==> config.mk <==
export PLATFORM = sky130hd
export DESIGN_NAME = bss_ram
export DESIGN_NICKNAME = d
export VERILOG_FILES = /design/src/rtl/bss_ram.sv
export SDC_FILE = /design/constraint.sdc
export NUM_CORES = 2
export LEC_CHECK = 0
export BUFFER_PORTS_ARGS = -buffer_cell sky130_fd_sc_hd__buf_2
export CAP_MARGIN = 5
export CORE_UTILIZATION = 30
export CTS_CLUSTER_DIAMETER = 120
export DETAILED_ROUTE_END_ITERATION = 10
export SLEW_MARGIN = 15
export SYNTH_ARGS = -nofsm -noshare
export SYNTH_HDL_FRONTEND = slang
export SYNTH_SLANG_ARGS = --single-unit
==> constraint.sdc <==
create_clock -name clk -period 3.4 [get_ports clk]
set_clock_uncertainty 0.15 [all_clocks]
set_input_delay 0.17 -clock clk [delete_from_list [all_inputs] [get_ports clk]]
set_output_delay 0.17 -clock clk [all_outputs]
set_load 0.03 [all_outputs]
==> src/rtl/bss_ram.sv <==
// generic simple dual port ram with registered read
module bss_ram #(
    parameter int WIDTH = 8,
    parameter int DEPTH = 256
) (
    input  logic                     clk,
    input  logic                     we,
    input  logic [$clog2(DEPTH)-1:0] waddr,
    input  logic [WIDTH-1:0]         wdata,
    input  logic                     re,
    input  logic [$clog2(DEPTH)-1:0] raddr,
    output logic [WIDTH-1:0]         rdata
);

    logic [WIDTH-1:0] mem [DEPTH];

    // write port and registered read port
    always_ff @(posedge clk)
    begin
        if (we)
        begin
            mem[waddr] <= wdata;
        end
        if (re)
        begin
            rdata <= mem[raddr];
        end
    end

endmodule

# [Yosys cells after proc, flatten, opt, wreduce, memory -nomap -nowiden]
# Memories as Yosys holds them, arrays and structs flattened. A register that Yosys moved wholly into a read port is not among the register bits.
# Cells that the tools add are included.
[word_totals] register_bits=0 mem_bits_rw=2048 inputBits=27 elab_cells=3 out_inout_bits=8 memories=1
[memory_table] memory="mem" depth=256 width=8 read_ports=1 rd_ports_with_merged_regs=1 write_ports=1 line="15" text="logic [WIDTH-1:0] mem [DEPTH];"
[classes] n_mux=2
[ops] op="2-to-1 mux 1 bit" n=2

# [Longest topological paths before layout]
[depth] depth_word=2 mapped_depth=11 depth_no_buf=6

# [Least setup slack after synthesis]
# Ideal clock, no wire load.
[synth_path] path_kind="input to register" start="input port raddr[0]" end="register rdata[2], read port of mem (data pin)" setup_slack_ps=1004 path_stages=9 path_buffers=4 arrival_time_ps=1977 setup_time_ps=269 t_required_ps=2981 cell_sequence="buf_6 buf_12 buf_8 buf_2 mux4_2 a22oi_1 a21oi_1 nor4_1 nor4_2"
[synth_lines] element="from (decl)" line="11" text="input logic [$clog2(DEPTH)-1:0] raddr,"
[synth_lines] element="to (decl)" line="12" text="output logic [WIDTH-1:0] rdata"

==> flow_summary_export.csv <==
group,metric,value,unit
logic_synthesis,synth.distinct_cells,54,
setup_path,path_max_fanout,1,
layout,fin_nets,4268,
placement,placed_cell_area,87000,um2
logic_synthesis,ys_top_cells_by_area,"edfxtp_1 (78%), mux4_2 (13%), mux2i_1 (1.7%)",
power,power_leakage,29.4,nW
floorplan,die_area,268000,um2
outcome,status,"finished, final reports clean",
cts,clock_latency,0.86,ns
routing,firstDrtPassIters,5,
floorplan,start_util,30.3,%
placement,port_buffers,34,
logic_synthesis,syn_inst,3733,
layout,fill_cells,24100,
floorplan,rows,188,
power,power_per_cell_area,565,nW/um2
sta,period_needed,3.31,ns
power,vdd_drop_max,481,uV
cts,htreeDepth,4,
floorplan,die_x,517,um
logic_synthesis,syn-num-nets,3760,
logic_synthesis,yosys_warnings,0,
setup_path,critPathKind,"register to register",
sta,max_freq,302,MHz
logic_synthesis,ys.flop_type,"edfxtp_1",
cts,cts_buffers,208,
setup_path,end_kind,"register",
layout,drive_above_1_share,28.6,%
sta,tightest_slew,1.23,ns
logic_synthesis,synth_edf_count,2056,
logic_synthesis,synthArstFlopShare,0,%
cts,cts_setup_buffers,0,
floorplan,top_level_ports,35,
logic_synthesis,synth-seq-area-share,77.5,%
layout,stdcell_area,93900,um2
sta,finalSetupViolations,0,
sta,whs,0.127,ns
cts,root_buffer,"clkbuf_16",
cts,clock_sinks,2056,
sta,rsz0062_at_grt,"false",
floorplan,dieHeight,517,um
worst_hold_path,min_path_type,"primary input to register",
cts,cts_tree,"done",
cts,clk_pin_slew,0.07,ns
sta,finalMaxSlewViolations,0,
grt,antenna_found_initial,14,
layout,area_growth,18.0,%
grt,grt_max_degree,127,
setup_path,crit_required,3.81,ns
sta,hold_viol_final,0,
floorplan,coreArea,263000,um2
logic_synthesis,ys_ff_latch,2056,
layout,multi_input_area,16500,um2
routing,antenna_left,0,
sta,finalCritPeriodShare,97.3,%
logic_synthesis,avgSynthCellArea,21.3,um2
grt,grt-ovfl-total,0,
job,drv_cap,0,
layout,final-seq-area,61700,um2
setup_path,crit_arrival,3.72,ns
grt,grt_pass1_vias,41100,
sta,slew_headroom,17.5,%
routing,routed-via-count,39800,
grt,grt_pass1_wl,294000,um
sta,setup_tns,0,ns
routing,drtIter0Drc,4494,
routing,wire_per_inst,25.6,um
logic_synthesis,yosysTopAreaCell,"edfxtp_1",
placement,gp_congestion,0.821,
routing,avgViaCountPerCell,5.02,
logic_synthesis,synth_area,79600,um2
placement,dp_hpwl,128000,um
setup_path,start_kind,"register",
routing,drt_wl_total,203000,um
grt,gr-usage-all-layers,15.2,%
routing,drc,0,
logic_synthesis,synth_top_cell_area_share,77.5,%
cts,cts_max_path_buffers,3,
## per-layer routing
| layer | GRT usage [%] | wire length (um) | part of all wire, % | up-vias |
|---|---|---|---|---|
| li1 | - | - | - | 16700 |
| met1 | 20.3 | 83800 | 41 | 21400 |
| met2 | 25.1 | 99800 | 49 | 1453 |
| met3 | 2.58 | 13800 | 6.8 | 294 |
| met4 | 4.65 | 5530 | 2.7 | 10 |
| met5 | 0 | 69 | 0.034 | - |
## power by group
part           internal, mW  switching (mW)
clock                  12.7            9.69
sequential             28.0          0.0442
combinational         0.985            1.72
total                  41.6            11.5
## cell usage in the layout (no fill, tap or decap), types with 4 or more instances in the layout
cell type / instances
buf_4: 437
nor3_1: 21
nor4_1: 22
buf_2: 23
nand3_1: 34
nand2_1: 33
a22o_1: 8
o22a_1: 5
o32ai_1: 4
o211ai_1: 10
clkbuf_1: 58
bufinv_16: 18
mux4_2: 454
a211oi_1: 16
clkinv_16: 8
inv_6: 5
dlygate4sd3_1: 19
nor2b_1: 28
and2_1: 6
a21oi_1: 96
or2_2: 4
a22oi_1: 133
nor2_1: 279
edfxtp_1: 2056
clkbuf_16: 208
diode_2: 6
clkinv_2: 25
nand4_1: 10
nand2b_1: 8
nor4_2: 5
buf_8: 10
o21ai_0: 10
buf_12: 42
clkinv_1: 52
a221oi_1: 13
mux2i_1: 134
clkinvlp_4: 6
o221ai_1: 46
o22ai_1: 28
## per-stage QoR
stage | instances | power [mW] | util, % | worst slack (ns)
after floorplan | 3733 | 29.9 | - | 1.00
after global placement | 7526 | 31.2 | 33.1 | -0.432
after detailed placement | 7527 | 31.3 | 33.1 | -0.419
after CTS | 7931 | 53.5 | 35.7 | 0.155
after global routing | 7937 | 54.5 | 35.7 | 0.0790
final | 7937 | 53.1 | 35.7 | 0.0904
## sequential cells by signal, indices dropped and copies added, names as in the netlist
signal / count
mem: 2048
rdata: 8
## critical path: stages, from the launching register on
cell	delay, ns
edfxtp_1	0.37
mux4_2	0.47
a22o_1	0.24
a221oi_1	0.65
o32ai_1	0.20
nor3_1	0.76
nor4_1	0.15
## cell usage after synthesis (22+ instances only)
library cell and instances:
a21oi_1 96, a22oi_1 133, buf_1 22, buf_2 31
buf_4 27, clkbuf_1 111, edfxtp_1 2056, mux2i_1 134
mux4_2 454, nand2_1 33, nand3_1 34, nor2_1 282
nor2b_1 31, nor3_1 22, nor4_1 24, o221ai_1 46
o22ai_1 28
## path summary, 6_finish.rpt
check | from | endpoint | slack (ns) | cells after the start
max reg2reg | mem[83][5]$_DFFE_PP_ | rdata[5]$_DFFE_PP_ | 0.09 | 6
min | we | mem[167][7]$_DFFE_PP_ | 0.13 | 4
max | mem[83][5]$_DFFE_PP_ | rdata[5]$_DFFE_PP_ | 0.09 | 6
min reg2reg | mem[12][6]$_DFFE_PP_ | rdata[6]$_DFFE_PP_ | 1.08 | 7
## cells by family after synthesis
family	share of synthesized area [%]
mux	14.6
buf+inv	1.83
simple gates	2.63
compound gates	3.42
flops	77.5
## timing repair
action / 4_1_cts / 5_1_grt
endpoints found under the hold margin: 1480 / 0
setup endpoints to repair: 1 / 0
resized for setup: 1 / 0
hold buffers: 19 / 0
## cell type report
cell class | count | share of cell area [%]
clock buffer | 266 | 5.77
inverter | 2 | 0.00799
clock inverter | 119 | 1.36
sequential | 2056 | 65.7
multi-input combinational | 1442 | 17.6
antenna | 6 | 0.0160
timing repair buffer | 531 | 4.87
tap | 3515 | 4.68
Power figures use the tool's default switching activity.
